## src/hw/rtl/gpf_pkg.sv

```systemverilog
package gpf_pkg;

  // Grid limits and field widths
  localparam int MAX_ROWS   = 1024;
  localparam int MAX_COLS   = 1024;
  localparam int VALUE_BITS = 16;
  localparam int ROW_W      = (MAX_ROWS > 1) ? $clog2(MAX_ROWS) : 1;
  localparam int COL_W      = (MAX_COLS > 1) ? $clog2(MAX_COLS) : 1;
  localparam int CFG_W      = 11;
  localparam int CFG_IDX_W  = 2;

  // Window cells behind the incoming column, and candidates judged per word
  localparam int N_CELLS = 2;
  localparam int N_CANDS = 4;

  // Configuration register indexes
  typedef enum logic [CFG_IDX_W-1:0] {
    CFG_ROWS,
    CFG_COLS
  } cfg_idx_e;

  // One line buffer entry: the two rows above the current one
  typedef struct packed {
    logic [VALUE_BITS-1:0] older;
    logic [VALUE_BITS-1:0] newer;
  } line_t;

  // One window column: two rows up, one row up, current row
  typedef struct packed {
    logic [VALUE_BITS-1:0] older;
    logic [VALUE_BITS-1:0] newer;
    logic [VALUE_BITS-1:0] cur;
  } col_t;

  // A peak candidate or the latched peak
  typedef struct packed {
    logic             hit;
    logic [ROW_W-1:0] row;
    logic [COL_W-1:0] col;
  } cand_t;

  // True if centre beats a neighbor, or the neighbor lies outside the grid
  function automatic logic beats(logic [VALUE_BITS-1:0] centre, logic has_nb,
                                 logic [VALUE_BITS-1:0] nb);
    return !has_nb || (centre > nb);
  endfunction

endpackage

```

## src/hw/rtl/gpf_win_cell.sv

```systemverilog
module gpf_win_cell (
  input  logic          clk_i,
  input  logic          shift_i,
  input  gpf_pkg::col_t col_i,
  output gpf_pkg::col_t col_o
);

  gpf_pkg::col_t col_q;

  // Take the column from the neighbor on each new word
  always_ff @(posedge clk_i) begin
    if (shift_i) begin
      col_q <= col_i;
    end
  end

  assign col_o = col_q;

endmodule

```

## config.mk

```make
export PLATFORM = sky130hd
export DESIGN_NAME = gpf_win_cell
export DESIGN_NICKNAME = d
export VERILOG_FILES = /design/src/hw/rtl/gpf_pkg.sv /design/src/hw/rtl/gpf_win_cell.sv
export SDC_FILE = /design/constraint.sdc
export NUM_CORES = 1
export LEC_CHECK = 0
export BUFFER_PORTS_ARGS = -buffer_cell sky130_fd_sc_hd__buf_2
export CAP_MARGIN = 15
export CORE_MARGIN = 2
export CORE_UTILIZATION = 40
export DETAILED_ROUTE_END_ITERATION = 7
export HOLD_SLACK_MARGIN = 0.06
export PLACE_DENSITY = 0.78
export REMOVE_ABC_BUFFERS = 1
export SYNTH_ARGS = -nofsm -noshare
export SYNTH_HDL_FRONTEND = slang
export SYNTH_SLANG_ARGS = --single-unit
```

## constraint.sdc

```tcl
create_clock -name clk_i -period 0.8 [get_ports clk_i]
set_clock_uncertainty 0.1 [all_clocks]
set_input_delay 0.12 -clock clk_i [delete_from_list [all_inputs] [get_ports clk_i]]
set_output_delay 0.12 -clock clk_i [all_outputs]
set_load 0.05 [all_outputs]
```

==> After elaboration in Yosys (flattened, before gate mapping) <==
Cells that the tools add are included.
{ "word_totals": {"romBits": 0, "latch_bits": 0, "out_inout_bits": 48, "inputBits": 50, "reg_bits": 48, "ram_bits": 0, "word_cells": 3, "n_memories": 0} }
{ "op_classes": {"eq_ne": 0, "mul": 0, "add_sub_neg": 0, "div": 0, "reduce_logical": 0, "mux": 0, "shift": 0, "n_lt_le_gt_ge": 0, "bitwise": 0} }

==> Depth between registers and ports, before layout <==
{ "logic_depth": {"word_depth": 0, "mapped_depth": 0, "ltp_nobuf": 0} }

==> Worst setup path before layout <==
Ideal clock, no wire load.
{ "synth_path": {"path_type": "reg2out", "start": "reg col_q (netlist bit col_o[0])", "end": "out col_o[0] (netlist name)", "path_stages_with_launch": 1, "t_arrival_ps": 601, "path_buffers": 0, "t_required_ps": 580, "path_slack_ps": -21, "path_cell_list": "edfxtp_1"} }
{ "synth_rtl": {"columns": ["element", "line", "text"], "rows": [
  ["start: declaration", "gpf_win_cell.sv:8", "gpf_pkg::col_t col_q;"],
  ["start signal: assignment", "gpf_win_cell.sv:13", "col_q <= col_i;"],
  ["end: declaration", "gpf_win_cell.sv:5", "output gpf_pkg::col_t col_o"]
]} }
No word-level cell between the ends.

==> Final worst setup path <==
{ "layout_path": {"start": "reg col_q (netlist bit col_o[34])", "end": "out col_o[34] (netlist name)"} }
No word-level cell between the ends.

==> reports/qor.yml <==
synthesis:
  yosys.cell_types.count: 1
  yosysTopAreaCell: "edfxtp_1"
  netlist_instances: 48
  avgSynthCellArea_sq_um: 30.03
  synth_area_sq_um: 1441
  ys_ff_latch: 48
  synth_top_area_share_pct: 100.0
  netlist_top_cells_area: "edfxtp_1 100%"
  synth_warnings: 0
  synth-seq-area-share_pct: 100.0
routing:
  vias_per_cell: 4.378
  avgRoutedWirePerCell_um: 17.51
  drc_errors: 0
  drt_iter0_markers: 33
  dr.pass1.iters: 4
  vias: 1090
  drt-total-wl_mm: 4.361
  ant_nets: 0
global_route:
  grt_max_degree: 30
  grt-ovfl-total: 0
  grt_pass1_wl_mm: 6.313
  met3_usage_pct: 7.218
  track_usage_pct: 22.77
  use_met2_pct: 39.71
  top_usage_layer: "met2"
  grt_antenna_before_repair: 0
  met1_usage_pct: 23.68
  grt_pass1_vias: 1210
power_and_ir_drop:
  pwr-share-clk_pct: 23.3
  seq_power_share_pct: 51.7
  peakVddDrop_v: 0.001453
  intPower_mw: 4.253
  p_comb_share_pct: 25.0
  p_leak_nw: 1.215
  p_switching_mw: 1.736
  power_density_nw_per_um2: 2076
  switching_share_pct: 28.98
cells_and_area:
  largest_reg_flops: 48
  multi_input_gates: 0
  drive_gt1_share_pct: 52.22
  nNetsFinal: 252
  multiInputGateArea_sq_um: 0
  synthToLayoutAreaGrowth_pct: 100.2
  n_antenna_cell: 0
  fillers: 143
  instances_no_fill: 249
  final_cell_area_sq_um: 2885
  fin_util_pct: 85.12
worst_setup_path:
  slowest_stage: "edfxtp_1"
  cp.arrival_ns: 1.01
  end_kind: "primary output"
  crit_buf_inv: 1
  crit_fanout: 1
  critPathMaxStageDelay_ns: 0.46
  cp-start-kind: "register"
  cp.required_ns: 0.58
  path_class: "register to primary output"
  path_cells: "buf_6"
  critical_path.top_delay_family: "flip-flops"
clock_tree:
  clock-sinks: 48
  clk_path_buf_depth: 2
  cts-root-buf: "clkbuf_4"
  tritoncts: "done"
  clk_pin_slew_ns: 0.14
  cts_buffers: 5
  htreeDepth: 2
timing:
  setup_violations: 48
  drv_slew: 0
  rsz0062_at_grt: "true"
  timing.final.crit_period_ns: 1.228
  min_period_over_period_pct: 153.5
  maxSlewHeadroom_pct: 89.57
  tns_ns: -17.53
  tightest_slew_ns: 0.1564
  fmax_mhz: 814.5
  hold_viol: 0
  worst_slack_ns: -0.4278
placement:
  gp_congestion: 0.7202
  io_buffers: 97
  place_inst: 193
  placed_cell_area_sq_um: 2024
die:
  die_area_sq_um: 4100
  die_h_um: 64.03
  floorplan.io_pins: 98
  rows: 21
  core_sq_um: 3390
  initial_core_util_pct: 42.52
  die-width_um: 64.03
outcome:
  outcome: "complete, but fails checks"
  violations: "negative setup slack"
worst_hold_path:
  hp-class: "primary input to register"
run:
  cap_violations: 0
==> layout by cell type, fill, tap and decap left out <==
cell type and count:
buf_12 2, buf_2 49, buf_6 48, bufinv_16 1, clkbuf_4 5, clkinv_1 1, clkinv_4 1, dlygate4sd3_1 48
edfxtp_1 48
==> metal layers <==
layer  wire length [um]  part of all wire [%]  up-vias
li1                   -                     -      499
met1               1511                    35      503
met2               2338                    54       74
met3                341                   7.8       14
met4                170                   3.9        0
met5                  0                     0        -
==> synthesized netlist by cell type (all sizes together) <==
library cell	number
edfxtp	48
==> power by group through the flow <==
stage | clock network, mW | logic [mW] | registers [mW]
3_5_place_dp | 0 | 1.07 | 3.09
6_report | 1.39 | 1.50 | 3.10
4_1_cts | 1.41 | 1.47 | 3.08
2_1_floorplan | 0 | 0 | 3.80
3_3_place_gp | 0 | 1.05 | 3.08
5_1_grt | 1.53 | 1.54 | 3.11
==> final timing paths <==
kind | start | endpoint | slack, ns | cells past startpoint
min | shift_i | col_o[46] | 0.11 | 2
max | col_o[34] | col_o[34] | -0.43 | 1
==> per-stage QoR <==
| step | worst slack [ns] | power [mW] | hold slack [ns] |
|---|---|---|---|
| finish | -0.4278 | 5.989 | 0.1110 |
| floorplan | -0.02061 | 3.796 | 0.1189 |
| CTS | -0.4014 | 5.966 | 0.09642 |
| global route | -0.4766 | 6.185 | 0.09361 |
| detailed placement | -0.07836 | 4.159 | 0.1981 |
| global placement | -0.06042 | 4.126 | 0.1966 |
==> cell type report <==
| type | count | area, sq um | share of cell area, % |
|---|---|---|---|
| clock buffers | 5 | 37.54 | 1.301 |
| clock inverters | 3 | 42.54 | 1.474 |
| flip-flops and latches | 48 | 1441 | 49.96 |
| well taps | 46 | 57.56 | 1.995 |
| repair buffers | 147 | 1306 | 45.27 |
==> cell families after synthesis <==
logic type,after synthesis,synth area share [%]
flops,48,100.0
==> what timing repair did <==
action	CTS	global route
setup endpoints to repair	48	48
endpoints found under the hold margin	48	0
hold buffers	48	0
setup buffers	0	0
gates resized for setup	96	0
Note: power is estimated with default switching activity, not from simulation.
