File: src/hw/rtl/gpf_pkg.sv
package gpf_pkg;

  // Grid limits and field widths
  localparam int MAX_ROWS   = 1024;
  localparam int MAX_COLS   = 1024;
  localparam int VALUE_BITS = 16;
  localparam int ROW_W      = (MAX_ROWS > 1) ? $clog2(MAX_ROWS) : 1;
  localparam int COL_W      = (MAX_COLS > 1) ? $clog2(MAX_COLS) : 1;
  localparam int CFG_W      = 11;
  localparam int CFG_IDX_W  = 2;

  // Window cells behind the incoming column, and candidates judged per word
  localparam int N_CELLS = 2;
  localparam int N_CANDS = 4;

  // Configuration register indexes
  typedef enum logic [CFG_IDX_W-1:0] {
    CFG_ROWS,
    CFG_COLS
  } cfg_idx_e;

  // One line buffer entry: the two rows above the current one
  typedef struct packed {
    logic [VALUE_BITS-1:0] older;
    logic [VALUE_BITS-1:0] newer;
  } line_t;

  // One window column: two rows up, one row up, current row
  typedef struct packed {
    logic [VALUE_BITS-1:0] older;
    logic [VALUE_BITS-1:0] newer;
    logic [VALUE_BITS-1:0] cur;
  } col_t;

  // A peak candidate or the latched peak
  typedef struct packed {
    logic             hit;
    logic [ROW_W-1:0] row;
    logic [COL_W-1:0] col;
  } cand_t;

  // True if centre beats a neighbor, or the neighbor lies outside the grid
  function automatic logic beats(logic [VALUE_BITS-1:0] centre, logic has_nb,
                                 logic [VALUE_BITS-1:0] nb);
    return !has_nb || (centre > nb);
  endfunction

endpackage

File: src/hw/rtl/gpf_peak_sel.sv
module gpf_peak_sel (
  input  logic                                 clk_i,
  input  logic                                 rst_ni,
  input  logic                                 clear_i,
  input  logic                                 done_i,
  input  gpf_pkg::cand_t [gpf_pkg::N_CANDS-1:0] cand_i,
  output gpf_pkg::cand_t                       res_o
);

  gpf_pkg::cand_t latch_q;
  gpf_pkg::cand_t latch_d;

  // Fold candidates in raster order; an earlier row always replaces a later one
  always_comb begin
    latch_d = latch_q;
    for (int k = 0; k < gpf_pkg::N_CANDS; k++) begin
      if (cand_i[k].hit && (!latch_d.hit || (cand_i[k].row < latch_d.row))) begin
        latch_d = cand_i[k];
      end
    end
  end

  // Hold the first peak; drop it at grid end or on restart
  always_ff @(posedge clk_i or negedge rst_ni) begin
    if (!rst_ni) begin
      latch_q <= '0;
    end else if (clear_i || done_i) begin
      latch_q <= '0;
    end else begin
      latch_q <= latch_d;
    end
  end

  assign res_o = latch_d;

endmodule

File: config.mk
export PLATFORM = sky130hd
export DESIGN_NAME = gpf_peak_sel
export DESIGN_NICKNAME = d
export VERILOG_FILES = /design/src/hw/rtl/gpf_pkg.sv /design/src/hw/rtl/gpf_peak_sel.sv
export SDC_FILE = /design/constraint.sdc
export NUM_CORES = 1
export LEC_CHECK = 0
export BUFFER_PORTS_ARGS = -buffer_cell sky130_fd_sc_hd__buf_2
export CORE_MARGIN = 10
export CORE_UTILIZATION = 30
export DETAILED_ROUTE_END_ITERATION = 7
export GPL_TIMING_DRIVEN = 0
export PLACE_DENSITY = 0.51
export SLEW_MARGIN = 20
export SYNTH_ARGS = -nofsm -noshare
export SYNTH_HDL_FRONTEND = slang
export SYNTH_SLANG_ARGS = --single-unit
export TNS_END_PERCENT = 100
File: constraint.sdc
create_clock -name clk_i -period 39.6 [get_ports clk_i]
set_input_delay 11.88 -clock clk_i [delete_from_list [all_inputs] [get_ports clk_i]]
set_output_delay 11.88 -clock clk_i [all_outputs]
set_load 0.02 [all_outputs]
### After elaboration in Yosys (flattened, before gate mapping)

Index checks and enable logic that the tools add are counted.
W data, S select, Z words.

| storage, ports and cells | value |
|---|---|
| flip-flop bits (word level) | 21 |
| bits of input ports | 88 |
| output and inout bits | 21 |

| operators by class | value |
|---|---|
| magnitude comparators | 4 |
| muxes and demuxes | 5 |
| reductions and logical operators | 13 |

Operator list:

| operator | count |
|---|---|
| $mux W21 | 5 |
| $lt A10 B10 Y1 | 4 |
| $logic_or A1 B1 Y1 | 5 |
| $logic_and A1 B1 Y1 | 4 |
| $logic_not A1 Y1 | 4 |

### Logic depth before layout (Yosys ltp)

| logic depth | value |
|---|---|
| word-level depth | 17 |
| mapped depth | 37 |

### Worst setup path before layout

OpenSTA, ideal clock, no wires.

| timing path | value |
|---|---|
| kind | in2out |
| start point | in cand_i[15] in the netlist's numbering |
| end point | out res_o[1] in the netlist's numbering |
| data arrival time | 18.705 ns |
| data required time | 27.720 ns |
| path slack | 9.015 ns |
| stages on the path | 34 |
| buffers on the path | 6 |
| cell sequence | ha_1 > nand4_1 > o21a_1 > o311ai_0 > buf_2 > mux2i_1 > ha_1 > a41o_1 > a221oi_1 > nand4_1 > and3_1 > clkbuf_1 > and2_1 > buf_2 > o21ai_0 > ha_1 > a211oi_1 > o21ai_0 > a211oi_1 > nor2b_1 > a221o_1 > buf_6 > mux2_4 > ha_1 > a21oi_1 > nor2b_1 > o21ai_0 > nand2b_1 > a221oi_1 > nor2b_1 > a21boi_1 > buf_2 > clkbuf_1 > a31oi_1 |

RTL lines:

| element | RTL line | source |
|---|---|---|
| from (decl) | gpf_peak_sel.sv:6 | `input gpf_pkg::cand_t [gpf_pkg::N_CANDS-1:0] cand_i,` |
| to (decl) | gpf_peak_sel.sv:7 | `output gpf_pkg::cand_t res_o` |

==> results.md <==
- First-iteration detailed-routing DRC count: 164
- Vias: 2919
- Count leader, synth: ha_1
- Critical Path AT: a little over 20000 ps
- LEAKAGE: 1.72 nW
- Run status: completed
- R2r setup slk: just over 30000 ps
- Simple-Gate Fraction of Synth Area: between 10% and 20%
- CORE AREA: between 8000 and 9000 µm²
- Asr flop ratio synth: 100%
- Layout cells sized above 1: 31.6%
- Peak VDD IR: approximately 0.000026 V
- PortBufs: approximately 110
- Ant diodes: 0
- DP Wirelength: around 8400 µm
- Cell variety after synth: 44
- CP max stage delay: 430 ps
- Initial antenna violation count: 0
- Fin Clk Skew: ~4.8 ps
- Top reg by flops: latch_q
- Yosys top cell area share: around a fifth
- Design Area, Final: 3470 µm²
- Worst slew pin tran: 789 ps
- Largest family of logic cells by synthesized area: compound AO/OA/AOI/OAI gates
- Post-synth top cells: ha_1, nor2_1, o21ai_0, inv_1
- Final Slew Violations: 0
- Most frequently used flop master after synthesis: dfrtp_1
- CP Max Fanout: 10
- Final min period: approximately 32000 ps
- ANT nets after route: 0
- Sequential share of the synthesized area: 19.1%
- Syn_nets: 460
- Clock Tree Buf Depth: 2
- Vias/cell: ~5.3
- Fmax: roughly 31 MHz
- Hold depth: 3
- Post-CTS sizing: 0
- Area growth syn-to-layout: 25.9%
- Max-slew headroom: 47.4%
- Yosys warns: 0
- Largest area contributor in the netlist: dfrtp_1
- XOR/XNOR share of the synthesized area: 0%
- Max Cap Viol: 0
- WL per Instance: 18.0 µm
- Critical path type: in2out
- Compound-Gate Fraction of Synth Area: 28.6%
- Grt total ovfl: 0
- Cells after Synth: 336
- Die area: 13400 µm²
- Synth area leaders: dfrtp_1, ha_1, mux2i_1, a2111oi_2, a31oi_1
- Setup violators final: 0
- Most used cell, CP: buf_2
- TritonCTS Buffers: 3
- H-tree levels: 1
- Adder-cell share of the synthesized area: around 16%
- P per Cell Area: around 45 nW/µm²
- Height of the die: 116 µm
- Post-Syn Area: around 2800 µm²
- Post-route DRC: 0
- Pin count of the biggest net entering global routing: 22
- Reg clk slew, reported paths: approximately 80 ps
- Slowest CP cell: o21ai_0
- Fin crit share: between 80% and 90%
- Clk Tree Root Cell: clkbuf_8
- Post-CTS setup buffers: 0
- Largest register FFs: 21
- Hold Crit Class: reg2reg
- Multiplexer share of the synthesized area: 11.7%
- Synth Area per Inst: just over 8 µm²
- Number of fill cells: 934
- Row cnt: 34
- Flop and latch count out of synthesis: 21
- Post-CTS Hold Buffers: 0
- Vias in the first global route: a little over 3k
- Element type at the critical path end: output pin
- DR pass1 iterations: 4
- Nets@finish: between 500 and 600
- Post-synth EDFFs: 0
- Reg2reg end: latch_q[8]
- Worst-Skew Late Latency: roughly 270 ps
- Die W: approximately 120 µm
- Unrepaired setup endpoints after global routing: false
- Worst Setup Start Kind: input pin
- WL final: 9990 µm
- Initial Utilization: between 30% and 40%
- DP Area: 3420 µm²
- Hold path start: latch_q[6]
- CTS sink count: 21
- I/O pin count: about 110
- Setup TNS: 0 ps
- Cells on worst reg2reg path: 35
- First-pass GRT wire length: 15500 µm
- Reg-to-Reg Start: latch_q[13]
- Final Hold Viols: 0
- Hold EP: latch_q[6]
- Critical path required time: about 28000 ps
- Gr usage total: between 10% and 20%
- Global placement routability congestion: 0.916
- TritonCTS clock tree: yes
- Top flop regs: latch_q (21)
==> kinds of logic (layout without fill, tap and decap cells) <==
logic type | count (synthesis) | count (layout)
adder cells (fa/ha/maj) | 36 | 36
multiplexers | 28 | 28
AND/OR/NAND/NOR | 100 | 100
AO/OA/AOI/OAI | 110 | 110
flip-flops | 21 | 21
buffers and inverters | 41 | 151
==> metrics by stage <==
stage	util [%]	power (mW)	hold WS [ps]	std cells	worst slack, ps
floorplan	-	0.105	713	336	9010
global placement	38.6	0.140	744	550	7660
detailed placement	38.6	0.141	753	550	7610
CTS	39.2	0.156	764	554	7560
global route	39.2	0.170	815	554	6710
finish	39.2	0.155	761	554	7550
==> critical path: cells and delay by family <==
family	cells	cell delay (ps)
AO/OA/AOI/OAI	14	3350
adder cells (fa/ha/maj)	4	1250
buffers and inverters	8	1800
multiplexers	2	690
AND/OR/NAND/NOR	8	1160
==> cells in the final DEF, fill, tap and decap left out, types with 2 or more instances in the layout <==
cell         n
a2111oi_2    9
a211o_1     11
a211oi_1     2
a21o_1       2
a21oi_1     20
a221oi_1     2
a22oi_1      2
a31oi_1     21
and2_1       4
and4_1       2
buf_2      114
clkbuf_1     9
clkbuf_8     3
dfrtp_1     21
ha_1        36
inv_1       22
mux2_4       8
mux2i_1     19
nand2_1     21
nand2b_1     5
nand3_1     11
nand4_1      6
nor2_1      34
nor2b_1      9
nor3_1       2
o21a_1       4
o21ai_0     26
o21ai_1      2
or3_1        2
==> area by class of cell <==
cell class | instances | area [µm²] | share of cell area (%)
buffer | 19 | 88.8 | 2.56
inverter | 22 | 82.6 | 2.38
multi-input combinational | 274 | 2060 | 59.3
sequential | 21 | 526 | 15.2
timing repair buffer | 106 | 531 | 15.3
tap | 108 | 135 | 3.90
clock inverter | 1 | 7.51 | 0.216
clock buffer | 3 | 41.3 | 1.19
==> where the power goes <==
group / switching, mW / internal [mW]
registers: 0.00144 / 0.0244
clock network: 0.00781 / 0.00712
logic: 0.0707 / 0.0438
total: 0.0799 / 0.0754
==> per-layer routing <==
metal | track usage, % | vias to the layer above | share of wire (%) | routed length, µm
li1 | - | 1482 | - | -
met1 | 18.7 | 1351 | 45 | 4540
met2 | 24.7 | 77 | 49 | 4930
met3 | 1.86 | 9 | 4.4 | 440
met4 | 2.42 | 0 | 0.76 | 76
met5 | 0 | - | 0 | 0
==> worst max-delay path by stage <==
stage	from	endpoint	depth (start not counted)
global route	cand_i[15]	res_o[3]	36
CTS	cand_i[15]	res_o[9]	36
detailed placement	cand_i[15]	res_o[9]	36
floorplan	cand_i[15]	res_o[1]	34
global placement	cand_i[15]	res_o[0]	35
finish	cand_i[15]	res_o[3]	36
No activity file was read; power rests on OpenSTA's default activity.
